$ cat src/rtl/sfs_pkg.sv
package sfs_pkg;

  localparam int FRAME_W = 8;
  localparam int COUNT_W = 9;
  localparam int MODE_W  = 3;
  localparam int TIME_W  = 16;
  localparam int ACC_W   = 17;
  localparam int LOOP_W  = 16;
  localparam int CFG_W   = 16;
  localparam int CFG_IDX_W = 2;

  localparam logic [ACC_W-1:0] ACC_MAX = {ACC_W{1'b1}};

  localparam logic [COUNT_W-1:0] FRAME_COUNT_RST  = 9'd1;
  localparam logic [MODE_W-1:0]  PLAY_MODE_RST    = 3'd1;
  localparam logic [TIME_W-1:0]  FRAME_PERIOD_RST = 16'd1000;
  localparam logic [LOOP_W-1:0]  LOOP_TOTAL_RST   = 16'd1;

  localparam logic [CFG_IDX_W-1:0] CFG_FRAME_COUNT  = 2'd0;
  localparam logic [CFG_IDX_W-1:0] CFG_PLAY_MODE    = 2'd1;
  localparam logic [CFG_IDX_W-1:0] CFG_FRAME_PERIOD = 2'd2;
  localparam logic [CFG_IDX_W-1:0] CFG_LOOP_TOTAL   = 2'd3;

  typedef enum logic [2:0] {
    OP_TICK   = 3'd0,
    OP_START  = 3'd1,
    OP_STOP   = 3'd2,
    OP_RESUME = 3'd3,
    OP_RESET  = 3'd4
  } op_e;

  typedef enum logic [2:0] {
    MODE_ONCE          = 3'd0,
    MODE_LOOP          = 3'd1,
    MODE_PINGPONG      = 3'd2,
    MODE_PINGPONG_ONCE = 3'd3,
    MODE_LOOP_N        = 3'd4,
    MODE_PINGPONG_N    = 3'd5
  } mode_e;

  typedef enum logic [1:0] {
    ST_IDLE = 2'd0,
    ST_RUN  = 2'd1,
    ST_DONE = 2'd2
  } state_e;

  typedef struct packed {
    logic add;
    logic step;
    logic restart;
    logic play;
    logic set_run;
    logic clr_run;
    logic load_out;
  } cmd_t;

  typedef struct packed {
    logic running;
    logic can_step;
  } status_t;

endpackage

$ cat src/rtl/sfs_ctrl.sv
module sfs_ctrl (
  input  logic             clk_i,
  input  logic             rst_ni,
  input  logic             in_valid_i,
  input  logic [2:0]       in_op_i,
  output logic             in_stall_o,
  input  logic             out_stall_i,
  output logic             out_valid_o,
  input  sfs_pkg::status_t status_i,
  output sfs_pkg::cmd_t    cmd_o
);

  sfs_pkg::state_e state_q, state_d;
  logic            out_valid_q, out_valid_d;
  logic            out_free;

  assign out_free   = !out_valid_q || !out_stall_i;
  assign in_stall_o = (state_q != sfs_pkg::ST_IDLE);
  assign out_valid_o = out_valid_q;

  always_comb begin
    state_d = state_q;
    unique case (state_q)
      sfs_pkg::ST_IDLE: begin
        if (in_valid_i) begin
          if (sfs_pkg::op_e'(in_op_i) == sfs_pkg::OP_TICK) state_d = sfs_pkg::ST_RUN;
          else state_d = sfs_pkg::ST_DONE;
        end
      end
      sfs_pkg::ST_RUN: begin
        if (!status_i.can_step) state_d = sfs_pkg::ST_DONE;
      end
      sfs_pkg::ST_DONE: begin
        if (out_free) state_d = sfs_pkg::ST_IDLE;
      end
      default: state_d = sfs_pkg::ST_IDLE;
    endcase
  end

  always_comb begin
    cmd_o = '0;
    unique case (state_q)
      sfs_pkg::ST_IDLE: begin
        if (in_valid_i) begin
          unique case (sfs_pkg::op_e'(in_op_i))
            sfs_pkg::OP_TICK:   cmd_o.add = status_i.running;
            sfs_pkg::OP_START: begin
              cmd_o.restart = 1'b1;
              cmd_o.play    = 1'b1;
            end
            sfs_pkg::OP_STOP:   cmd_o.clr_run = 1'b1;
            sfs_pkg::OP_RESUME: cmd_o.set_run = 1'b1;
            sfs_pkg::OP_RESET:  cmd_o.restart = 1'b1;
            default: ;
          endcase
        end
      end
      sfs_pkg::ST_RUN:  cmd_o.step = status_i.can_step;
      sfs_pkg::ST_DONE: cmd_o.load_out = out_free;
      default: ;
    endcase
  end

  // result register frees when its beat is taken
  assign out_valid_d = cmd_o.load_out || (out_valid_q && out_stall_i);

  always_ff @(posedge clk_i or negedge rst_ni) begin
    if (!rst_ni) begin
      state_q     <= sfs_pkg::ST_IDLE;
      out_valid_q <= 1'b0;
    end else begin
      state_q     <= state_d;
      out_valid_q <= out_valid_d;
    end
  end

endmodule

$ cat src/rtl/sfs_dpath.sv
module sfs_dpath #(
  parameter int FrameCap = 256
) (
  input  logic                                 clk_i,
  input  logic                                 rst_ni,
  input  logic                                 cfg_we_i,
  input  logic [sfs_pkg::CFG_IDX_W-1:0]        cfg_idx_i,
  input  logic [sfs_pkg::CFG_W-1:0]            cfg_data_i,
  input  logic [sfs_pkg::TIME_W-1:0]           in_elapsed_i,
  input  sfs_pkg::cmd_t                        cmd_i,
  output sfs_pkg::status_t                     status_o,
  output logic [sfs_pkg::FRAME_W-1:0]          out_frame_index_o,
  output logic                                 out_is_playing_o,
  output logic                                 out_going_back_o,
  output logic [sfs_pkg::LOOP_W-1:0]           out_loops_remaining_o
);

  localparam logic [sfs_pkg::COUNT_W-1:0] CapV = sfs_pkg::COUNT_W'(FrameCap);

  // configuration registers
  logic [sfs_pkg::COUNT_W-1:0] frame_count_q;
  logic [sfs_pkg::MODE_W-1:0]  play_mode_q;
  logic [sfs_pkg::TIME_W-1:0]  frame_period_q;
  logic [sfs_pkg::LOOP_W-1:0]  loop_total_q;

  // playback state
  logic [sfs_pkg::ACC_W-1:0]   acc_q, acc_d;
  logic [sfs_pkg::FRAME_W-1:0] frame_q, frame_d;
  logic                        rev_q, rev_d;
  logic                        run_q, run_d;
  logic [sfs_pkg::LOOP_W-1:0]  loops_q, loops_d;

  // result register
  logic [sfs_pkg::FRAME_W-1:0] res_frame_q;
  logic                        res_run_q;
  logic                        res_rev_q;
  logic [sfs_pkg::LOOP_W-1:0]  res_loops_q;

  logic [sfs_pkg::TIME_W-1:0]  period;
  logic [sfs_pkg::ACC_W:0]     acc_sum;
  logic [sfs_pkg::COUNT_W-1:0] count_eff;
  logic [sfs_pkg::FRAME_W-1:0] last;
  logic [sfs_pkg::FRAME_W-1:0] f;

  logic [sfs_pkg::FRAME_W-1:0] pp_frame;
  logic                        pp_rev;
  logic                        pp_turn;
  logic [sfs_pkg::LOOP_W-1:0]  loops_dec;
  logic                        loops_end;

  logic [sfs_pkg::FRAME_W-1:0] adv_frame;
  logic                        adv_rev;
  logic                        adv_run;
  logic [sfs_pkg::LOOP_W-1:0]  adv_loops;

  always_ff @(posedge clk_i or negedge rst_ni) begin
    if (!rst_ni) begin
      frame_count_q  <= sfs_pkg::FRAME_COUNT_RST;
      play_mode_q    <= sfs_pkg::PLAY_MODE_RST;
      frame_period_q <= sfs_pkg::FRAME_PERIOD_RST;
      loop_total_q   <= sfs_pkg::LOOP_TOTAL_RST;
    end else if (cfg_we_i) begin
      unique case (cfg_idx_i)
        sfs_pkg::CFG_FRAME_COUNT:  frame_count_q  <= cfg_data_i[sfs_pkg::COUNT_W-1:0];
        sfs_pkg::CFG_PLAY_MODE:    play_mode_q    <= cfg_data_i[sfs_pkg::MODE_W-1:0];
        sfs_pkg::CFG_FRAME_PERIOD: frame_period_q <= cfg_data_i[sfs_pkg::TIME_W-1:0];
        sfs_pkg::CFG_LOOP_TOTAL:   loop_total_q   <= cfg_data_i[sfs_pkg::LOOP_W-1:0];
        default: ;
      endcase
    end
  end

  assign period  = (frame_period_q == '0) ? sfs_pkg::TIME_W'(1) : frame_period_q;
  assign acc_sum = {1'b0, acc_q} + {2'b00, in_elapsed_i};

  assign status_o.running  = run_q;
  assign status_o.can_step = run_q && (acc_q >= {1'b0, period});

  // frame count clamped to 1..cap, last frame index and clamped current frame
  assign count_eff = (frame_count_q == '0) ? sfs_pkg::COUNT_W'(1) :
                     (frame_count_q > CapV) ? CapV : frame_count_q;
  assign last = sfs_pkg::FRAME_W'(count_eff - sfs_pkg::COUNT_W'(1));
  assign f    = (frame_q > last) ? last : frame_q;

  // ping-pong turning step
  always_comb begin
    pp_frame = f;
    pp_rev   = rev_q;
    pp_turn  = 1'b0;
    if (!rev_q && (f < last)) begin
      pp_frame = f + 8'd1;
    end else if (rev_q && (f != '0)) begin
      pp_frame = f - 8'd1;
    end else begin
      pp_rev  = !rev_q;
      pp_turn = rev_q;
      if (last != '0) begin
        pp_frame = rev_q ? (f + 8'd1) : (f - 8'd1);
      end
    end
  end

  assign loops_dec = (loops_q != '0) ? (loops_q - 16'd1) : loops_q;
  assign loops_end = (loops_dec == '0);

  always_comb begin
    adv_frame = f;
    adv_rev   = rev_q;
    adv_run   = run_q;
    adv_loops = loops_q;
    case (sfs_pkg::mode_e'(play_mode_q))
      sfs_pkg::MODE_ONCE: begin
        if (f < last) adv_frame = f + 8'd1;
        else adv_run = 1'b0;
      end
      sfs_pkg::MODE_LOOP: begin
        adv_frame = (f < last) ? (f + 8'd1) : '0;
      end
      sfs_pkg::MODE_PINGPONG: begin
        adv_frame = pp_frame;
        adv_rev   = pp_rev;
      end
      sfs_pkg::MODE_PINGPONG_ONCE: begin
        if (!rev_q) begin
          if (f < last) begin
            adv_frame = f + 8'd1;
          end else begin
            adv_rev = 1'b1;
            if (f != '0) adv_frame = f - 8'd1;
          end
        end else begin
          if (f != '0) adv_frame = f - 8'd1;
          else adv_run = 1'b0;
        end
      end
      sfs_pkg::MODE_LOOP_N: begin
        if (f < last) begin
          adv_frame = f + 8'd1;
        end else begin
          adv_frame = '0;
          adv_loops = loops_dec;
          if (loops_end) adv_run = 1'b0;
        end
      end
      sfs_pkg::MODE_PINGPONG_N: begin
        adv_frame = pp_frame;
        adv_rev   = pp_rev;
        if (pp_turn) begin
          adv_loops = loops_dec;
          if (loops_end) begin
            adv_run   = 1'b0;
            adv_frame = '0;
          end
        end
      end
      default: ;
    endcase
  end

  always_comb begin
    acc_d   = acc_q;
    frame_d = frame_q;
    rev_d   = rev_q;
    run_d   = run_q;
    loops_d = loops_q;
    if (cmd_i.add) begin
      acc_d = acc_sum[sfs_pkg::ACC_W] ? sfs_pkg::ACC_MAX : acc_sum[sfs_pkg::ACC_W-1:0];
    end
    if (cmd_i.step) begin
      acc_d   = acc_q - {1'b0, period};
      frame_d = adv_frame;
      rev_d   = adv_rev;
      run_d   = adv_run;
      loops_d = adv_loops;
    end
    if (cmd_i.restart) begin
      acc_d   = '0;
      frame_d = '0;
      rev_d   = 1'b0;
      run_d   = cmd_i.play;
      loops_d = loop_total_q;
    end
    if (cmd_i.set_run) run_d = 1'b1;
    if (cmd_i.clr_run) run_d = 1'b0;
  end

  always_ff @(posedge clk_i or negedge rst_ni) begin
    if (!rst_ni) begin
      acc_q   <= '0;
      frame_q <= '0;
      rev_q   <= 1'b0;
      run_q   <= 1'b1;
      loops_q <= '0;
    end else begin
      acc_q   <= acc_d;
      frame_q <= frame_d;
      rev_q   <= rev_d;
      run_q   <= run_d;
      loops_q <= loops_d;
    end
  end

  always_ff @(posedge clk_i) begin
    if (cmd_i.load_out) begin
      res_frame_q <= frame_q;
      res_run_q   <= run_q;
      res_rev_q   <= rev_q;
      res_loops_q <= loops_q;
    end
  end

  assign out_frame_index_o     = res_frame_q;
  assign out_is_playing_o      = res_run_q;
  assign out_going_back_o      = res_rev_q;
  assign out_loops_remaining_o = res_loops_q;

endmodule

$ cat src/rtl/sprite_frame_sequencer.sv
// sequence: a command beat goes from IDLE to DONE; a tick beat advancing the frame n times
//   first steps in RUN, one advance per cycle, then goes to DONE
// intake: the next beat is taken only back in IDLE, after DONE has loaded the result once the
//   output is free; the frame advance unit does one period subtraction per cycle
// reset: playing set, frame 0, forward, accumulator and loop count zero, registers at
//   their defaults; no result pending
module sprite_frame_sequencer #(
  parameter int MAX_FRAMES = 256
) (
  input  logic                                 clk_i,
  input  logic                                 rst_ni,
  input  logic                                 cfg_we_i,
  input  logic [sfs_pkg::CFG_IDX_W-1:0]        cfg_idx_i,
  input  logic [sfs_pkg::CFG_W-1:0]            cfg_data_i,
  input  logic                                 in_valid_i,
  output logic                                 in_stall_o,
  input  logic [2:0]                           in_op_i,
  input  logic [sfs_pkg::TIME_W-1:0]           in_elapsed_i,
  output logic                                 out_valid_o,
  input  logic                                 out_stall_i,
  output logic [sfs_pkg::FRAME_W-1:0]          out_frame_index_o,
  output logic                                 out_is_playing_o,
  output logic                                 out_going_back_o,
  output logic [sfs_pkg::LOOP_W-1:0]           out_loops_remaining_o
);

  localparam int FrameCap = (MAX_FRAMES > 256) ? 256 : MAX_FRAMES;

  sfs_pkg::cmd_t    cmd;
  sfs_pkg::status_t status;

  sfs_ctrl u_ctrl (
    .clk_i       (clk_i),
    .rst_ni      (rst_ni),
    .in_valid_i  (in_valid_i),
    .in_op_i     (in_op_i),
    .in_stall_o  (in_stall_o),
    .out_stall_i (out_stall_i),
    .out_valid_o (out_valid_o),
    .status_i    (status),
    .cmd_o       (cmd)
  );

  sfs_dpath #(
    .FrameCap (FrameCap)
  ) u_dpath (
    .clk_i                 (clk_i),
    .rst_ni                (rst_ni),
    .cfg_we_i              (cfg_we_i),
    .cfg_idx_i             (cfg_idx_i),
    .cfg_data_i            (cfg_data_i),
    .in_elapsed_i          (in_elapsed_i),
    .cmd_i                 (cmd),
    .status_o              (status),
    .out_frame_index_o     (out_frame_index_o),
    .out_is_playing_o      (out_is_playing_o),
    .out_going_back_o      (out_going_back_o),
    .out_loops_remaining_o (out_loops_remaining_o)
  );

  // an advance only happens with a full period in the accumulator
  a_step_needs_period: assert property (@(posedge clk_i) disable iff (!rst_ni)
    cmd.step |-> status.can_step)
    else $error("frame advance without a full period");

  // one beat in flight: input closes right after an accept
  a_single_item: assert property (@(posedge clk_i) disable iff (!rst_ni)
    (in_valid_i && !in_stall_o) |=> in_stall_o)
    else $error("second beat accepted while busy");

  // loading the result always presents a beat
  a_load_shows: assert property (@(posedge clk_i) disable iff (!rst_ni)
    cmd.load_out |=> out_valid_o)
    else $error("result loaded but not presented");

  // datapath commands never collide
  a_cmd_excl: assert property (@(posedge clk_i) disable iff (!rst_ni)
    $onehot0({cmd.add, cmd.step, cmd.restart, cmd.set_run, cmd.clr_run, cmd.load_out}))
    else $error("conflicting datapath commands");

endmodule
$ cat config.mk
export PLATFORM = sky130hd
export DESIGN_NAME = sprite_frame_sequencer
export DESIGN_NICKNAME = d
export VERILOG_FILES = /design/src/rtl/sfs_pkg.sv /design/src/rtl/sfs_ctrl.sv /design/src/rtl/sfs_dpath.sv /design/src/rtl/sprite_frame_sequencer.sv
export SDC_FILE = /design/constraint.sdc
export NUM_CORES = 1
export LEC_CHECK = 0
export ABC_AREA = 1
export ABC_CLOCK_PERIOD_IN_PS = 6600
export BUFFER_PORTS_ARGS = -buffer_cell sky130_fd_sc_hd__clkbuf_2
export CORE_UTILIZATION = 65
export DETAILED_ROUTE_END_ITERATION = 6
export GPL_ROUTABILITY_DRIVEN = 1
export GPL_TIMING_DRIVEN = 0
export PLACE_DENSITY = 0.91
export SETUP_SLACK_MARGIN = 0.4
export SLEW_MARGIN = 20
export SYNTH_ARGS = -nofsm -noshare
export SYNTH_HDL_FRONTEND = slang
export SYNTH_HIERARCHICAL = 1
export SYNTH_SLANG_ARGS = --single-unit
$ cat constraint.sdc
create_clock -name clk_i -period 6.6 [get_ports clk_i]
set_input_delay 0.33 -clock clk_i [delete_from_list [all_inputs] [get_ports clk_i]]
set_output_delay 0.33 -clock clk_i [all_outputs]
set_load 0.01 [all_outputs]
Word-level counts from Yosys, hierarchy flattened
Cells that the tools add are included.
{"block": "classes", "addsub": 6, "magnitude_cmp": 4, "eq_ne": 26, "n_mux": 64, "n_reduce_logical": 37}
{"op": "8-bit two-way mux", "n": 16}
{"op": "16-bit two-way mux", "n": 6}
{"op": "17-bit two-way mux", "n": 4}
{"op": "8-bit one-hot mux with 5 select lines", "n": 1}
{"op": "16-bit logical NOT", "n": 2}
{"op": "16-bit one-hot mux with 2 select lines", "n": 1}
{"op": "1-bit two-way mux", "n": 27}
{"op": "17-bit by 16-bit adder with 18-bit output", "n": 1}
{"op": "17-bit by 16-bit greater-or-equal comparator with 1-bit output", "n": 1}
{"op": "17-bit by 16-bit subtractor with 17-bit output", "n": 1}
{"op": "16-bit nonzero test", "n": 1}
{"op": "8-bit nonzero test", "n": 2}
{"op": "16-bit by 1-bit subtractor with 16-bit output (second input constant)", "n": 1}
{"op": "8-bit by 1-bit subtractor with 8-bit output (second input constant)", "n": 2}
{"op": "5-bit inequality test (second input constant)", "n": 3}
{"op": "3-bit by 2-bit equality test with 1-bit output (second input constant)", "n": 4}
{"op": "5-bit by 4-bit inequality test with 1-bit output (second input constant)", "n": 2}
{"op": "3-bit equality test (second input constant)", "n": 3}
{"op": "9-bit > comparator (second input constant)", "n": 1}
{"op": "9-bit logical NOT", "n": 1}
{"op": "3-bit inequality test (second input constant)", "n": 3}
{"op": "3-bit nonzero test", "n": 3}
{"op": "8-bit by 1-bit adder with 8-bit output (second input constant)", "n": 1}
{"op": "8-bit > comparator", "n": 1}
{"op": "25 further kinds", "n": 49}
{"block": "word_totals", "regBits": 116, "word_cells": 152}

Depth between registers and ports, before layout
{"block": "depth", "ltp_word": 16, "ltp_mapped": 37, "depth_no_buf": 36}

Modules after synthesis
The synthesis kept the hierarchy.
{"mod": "sfs_dpath", "n_inst": 1, "cells_each": 1113, "area_per_inst_um2": 8338.0, "seq_area_each_um2": 2970.3}
{"mod": "sfs_ctrl", "n_inst": 1, "cells_each": 33, "area_per_inst_um2": 231.5, "seq_area_each_um2": 75.1}

Worst setup path after synthesis
No wires, ideal clock.
{"block": "synth_path", "path_type": "register -> register", "from": "reg u_dpath/frame_period_q[12] (netlist bit)", "to": "reg u_dpath/acc_q[16] (netlist bit)", "t_arrival_ns": 4.231, "required_ns": 6.471, "slack_ns": 2.240, "stages_incl_launch_ff": 27, "path_buffers": 2, "synth_period_minus_slack_ns": 4.360, "path_cell_list": "dfrtp_1 > nor4_1 > a41o_1 > ha_1 > inv_1 > a31oi_1 > o21ai_0 > a21oi_1 > o21bai_1 > a21oi_1 > o21bai_1 > a21oi_1 > o21bai_1 > a21o_1 > a21oi_1 > nor2_1 > o31a_1 > nand3_1 > inv_1 > clkbuf_1 > nor2_1 > inv_1 > nor2_1 > nor2_1 > clkbuf_1 > o21ai_0 > o22ai_1"}
{"element": "start: declaration", "line": "sfs_dpath.sv:23", "rtl": "logic [sfs_pkg::TIME_W-1:0] frame_period_q;"}
{"element": "start signal: assignment", "line": "sfs_dpath.sv:60", "rtl": "frame_period_q <= sfs_pkg::FRAME_PERIOD_RST;"}
{"element": "start signal: assignment", "line": "sfs_dpath.sv:66", "rtl": "sfs_pkg::CFG_FRAME_PERIOD: frame_period_q <= cfg_data_i[sfs_pkg::TIME_W-1:0];"}
{"element": "end signal: assignment", "line": "sfs_dpath.sv:189", "rtl": "acc_q <= '0;"}
{"element": "end signal: assignment", "line": "sfs_dpath.sv:195", "rtl": "acc_q <= acc_d;"}
{"element": "end: declaration", "line": "sfs_dpath.sv:27", "rtl": "logic [sfs_pkg::ACC_W-1:0] acc_q, acc_d;"}

==> flow_summary_export.csv <==
group,metric,value,unit
outcome,status,"completed",
clocking,h-tree-depth,4,
floorplanning,dieArea,13650,um^2
floorplanning,core,12720,um^2
clocking,worstSkewPairLatency,420,ps
logic_synthesis,synth_top_cell_by_area,"dfrtp_1",
clocking,tritoncts,"yes",
route,drt-total-wl,22450,um
logic_synthesis,syn-cell-area,8569,um^2
final_layout,regArea,3045,um^2
timing,setup_tns,0,ps
logic_synthesis,syn_nets,1237,
route,wire_per_inst,15.80,um
final_layout,fillers,942,
pwr,max-vdd-ir-drop,0.0002752,V
timing,tightest_slew,743.9,ps
logic_synthesis,synth_top_cell_area_share,23.36,%
pwr,powerDensity,376.3,nW/um^2
logic_synthesis,netlist_instances,1146,
worst_setup_path,arrival,6060,ps
logic_synthesis,ys_warn_count,6,
timing,timing.slew.headroom,50.41,%
min_path,hp-start,"cfg_data_i[9]",
floorplanning,die_w,116.8,um
clocking,clock_sinks,116,
global_route,grt-ovfl-total,0,
worst_setup_path,start_kind,"register",
placed_design,io_buffers,69,
worst_setup_path,critPathMaxFanout,10,
logic_synthesis,ys_types,59,
timing,clock.fmax,0.1735,GHz
worst_setup_path,critPathSlowestCell,"nor4_1",
logic_synthesis,synth_enable_flop_cells,26,
route,firstDrtPassIters,6,
worst_setup_path,critical_path.max_stage_delay,560,ps
route,routed-via-count,8182,
floorplanning,io_pins,70,
route,viasPerCell,5.758,
worst_setup_path,criticalPathCategory,"register to register",
clocking,root_buffer,"clkbuf_16",
worst_setup_path,end_kind,"register",
min_path,hold_path_class,"primary input to register",
logic_synthesis,synth-seq-cells,116,
timing,slew_violations,0,
logic_synthesis,synthFlopType,"dfrtp_1",
clocking,clk_path_buf_depth,2,
final_layout,area_delta_synth_final,13.65,%
logic_synthesis,ys_top_cells_by_area,"dfrtp_1 23%, nand2_1 12%, edfxtp_1 9.1%",
final_layout,stdcell_area,9739,um^2
placed_design,hpwlAfterDp,16150,um
timing,setup_viol,0,
worst_setup_path,crit_path_frequent_cell,"a21oi_1",
logic_synthesis,synth_seq_area_share,35.54,%
global_route,antenna_found_initial,0,
global_route,grt_pass1_vias,7796,
placed_design,routabilityCongestion,0.9302,
clocking,numCtsBuffers,17,
global_route,grt_max_degree,91,
worst_setup_path,timing.critical_path.from,"u_dpath/frame_period_q[12]$_DFFE_PN0P_",
final_layout,multi_input_area,4802,um^2
worst_setup_path,path_buf_inv,5,
floorplanning,rows,41,
timing,period_minus_slack,5763,ps
timing,grt_setup_unrepaired,"false",
clocking,clk_pin_slew,60,ps
route,drc_errors,0,
final_layout,layout.nets,1327,
worst_setup_path,path_delay_family,"compound AO/OA/AOI/OAI gates",
route,drt_iter0_drc,864,
timing,timing.final.crit_share,87.33,%
worst_setup_path,cp.required,6900,ps
pwr,p_leak,4.940,nW
global_route,track_usage,35.54,%
placed_design,place_area,9178,um^2
floorplanning,start_util,67.36,%
logic_synthesis,ys_async_sr_fraction,77.59,%
route,ant_nets,0,
global_route,grt_pass1_wl,36870,um
floorplanning,die_h,116.8,um
job,maxCapViolations,0,
logic_synthesis,synth.avg_cell_area,7.478,um^2
worst_setup_path,worstReg2RegStart,"u_dpath/frame_period_q[12]$_DFFE_PN0P_",
timing,hold_viol,0,
final_layout,diodes,0,
final_layout,drive_gt1_share,16.49,%
timing,skew,10.64,ps
[through the flow]
stage / setup slack, ps / hold slack (ps) / utilization (%) / instances / power, mW
after floorplan: 2241 / 34.41 / - / 1146 / 2.341
after global placement: 880.4 / 424.6 / 71.76 / 1387 / 2.677
after detailed placement: 753.0 / 435.4 / 72.14 / 1388 / 2.761
after CTS: 692.2 / 150.0 / 76.49 / 1421 / 3.641
after global routing: 447.3 / 156.7 / 76.55 / 1421 / 3.943
final: 836.5 / 172.3 / 76.55 / 1421 / 3.665
[repair_timing]
| action | CTS | global route |
|---|---|---|
| buffers inserted | 0 | 0 |
| gates resized for setup | 0 | 2 |
| setup endpoints to repair | 0 | 13 |
| endpoints found under the hold margin | 8 | 0 |
| hold buffers | 1 | 0 |
[synth_stat cells, types with 2 or more instances]
library cell / number
nor2_4: 4
nor4_1: 7
o21ai_1: 6
a31oi_1: 3
clkbuf_1: 17
nor3_2: 3
nand3_2: 8
clkinv_1: 2
xor2_1: 33
xnor2_1: 11
nand3_4: 2
ha_1: 47
buf_2: 2
dfrtp_1: 80
edfxtp_1: 26
o21a_1: 5
nor2_2: 3
nand2_4: 10
o21bai_1: 8
nor2_1: 97
o31ai_1: 2
o22ai_1: 4
o21ai_2: 10
a21oi_1: 41
nand3_1: 79
o21ai_0: 101
fa_1: 2
inv_1: 148
buf_12: 3
a211oi_1: 2
dfstp_2: 10
nor3_1: 9
nand3b_1: 6
nand4_1: 11
nand2_2: 35
nand2_1: 279
o211ai_1: 2
a21o_1: 2
inv_2: 6
[cell usage in the layout (no fill, tap or decap), types with 9 or more instances in the layout]
| master | instances |
|---|---|
| nand2_1 | 279 |
| inv_1 | 148 |
| o21ai_0 | 101 |
| nor2_1 | 96 |
| dfrtp_1 | 80 |
| nand3_1 | 79 |
| clkbuf_2 | 68 |
| ha_1 | 47 |
| a21oi_1 | 40 |
| nand2_2 | 35 |
| xor2_1 | 33 |
| edfxtp_1 | 26 |
| clkbuf_1 | 22 |
| clkbuf_16 | 18 |
| xnor2_1 | 11 |
| nand4_1 | 11 |
| o21ai_2 | 10 |
| nand2_4 | 10 |
| dfstp_2 | 10 |
| nor3_1 | 9 |
[cell families (layout without fill, tap and decap cells)]
logic type	after synthesis	in the layout	share of synthesized area (%)
adder cells (fa/ha/maj)	50	50	7.461
flip-flops	116	116	35.54
AND/OR/NAND/NOR	561	561	30.76
AO/OA/AOI/OAI	193	193	12.98
XOR/XNOR	44	44	4.497
buffers and inverters	181	284	8.644
multiplexers	1	1	0.1168
[registers in the layout, indices dropped and copies added, names as in the netlist, 2 cells and up]
name,cells
u_dpath/play_mode_q,3
u_dpath/frame_period_q,16
u_dpath/out_loops_remaining_o,16
u_dpath/frame_count_q,9
u_dpath/loops_q,16
u_dpath/frame_q,8
u_dpath/acc_q,17
u_dpath/loop_total_q,16
u_dpath/out_frame_index_o,8
u_ctrl/state_q,2
[worst register-to-register path: stages (launching register included)]
cell	delay (ps)
dfrtp_1	390
nor4_1	560
a41o_1	280
ha_1	140
inv_1	60
a31oi_1	260
o21ai_0	190
a21oi_1	160
o21bai_1	110
a21oi_1	150
o21bai_1	110
a21oi_1	180
o21bai_1	120
a21o_1	180
a21oi_1	200
nor2_1	120
o31a_1	300
nand3_1	140
inv_1	50
clkbuf_1	240
nor2_4	350
inv_1	120
nor2_1	370
nor2_1	260
clkbuf_1	340
o21ai_0	170
o22ai_1	100
[power by group]
part / switching (mW) / internal (mW) / leakage (nW) / total (mW)
sequential: 0.174 / 0.966 / 1.36 / 1.14
combinational: 1.05 / 0.633 / 3.31 / 1.68
clock: 0.324 / 0.521 / 0.271 / 0.845
[layout make-up]
class,instances,area share [%]
buffer,23,1.452
timing repair buffer,71,4.021
inverter,158,6.154
tap,172,2.210
sequential,116,31.27
clock buffer,25,5.100
multi-input combinational,849,49.31
clock inverter,7,0.4882
[per-layer routing]
layer	share of wire [%]	track usage, %	vias to the layer above	routed length [um]
met1	41	45.17	3786	9257
met3	8.9	9.526	70	1994
li1	-	-	3931	-
met4	3.1	15.61	0	706
met2	47	57.24	395	10490
met5	0	0	-	0
[final timing paths]
path | to | slack [ps] | depth (start not counted)
worst max-delay path | u_dpath/acc_q[16]$_DFFE_PN0P_ | 840 | 26
worst min-delay path | u_dpath/frame_period_q[9]$_DFFE_PN1P_ | 170 | 3
worst max register to register | u_dpath/acc_q[16]$_DFFE_PN0P_ | 840 | 26
worst min register to register | u_dpath/out_going_back_o$_DFFE_PP_ | 450 | 0
max in group asynchronous | u_dpath/frame_q[6]$_DFFE_PN0N_ | 5530 | 2
min in group asynchronous | u_ctrl/out_valid_o$_DFF_PN0_ | 530 | 2
(Power assumes the default switching activity.)
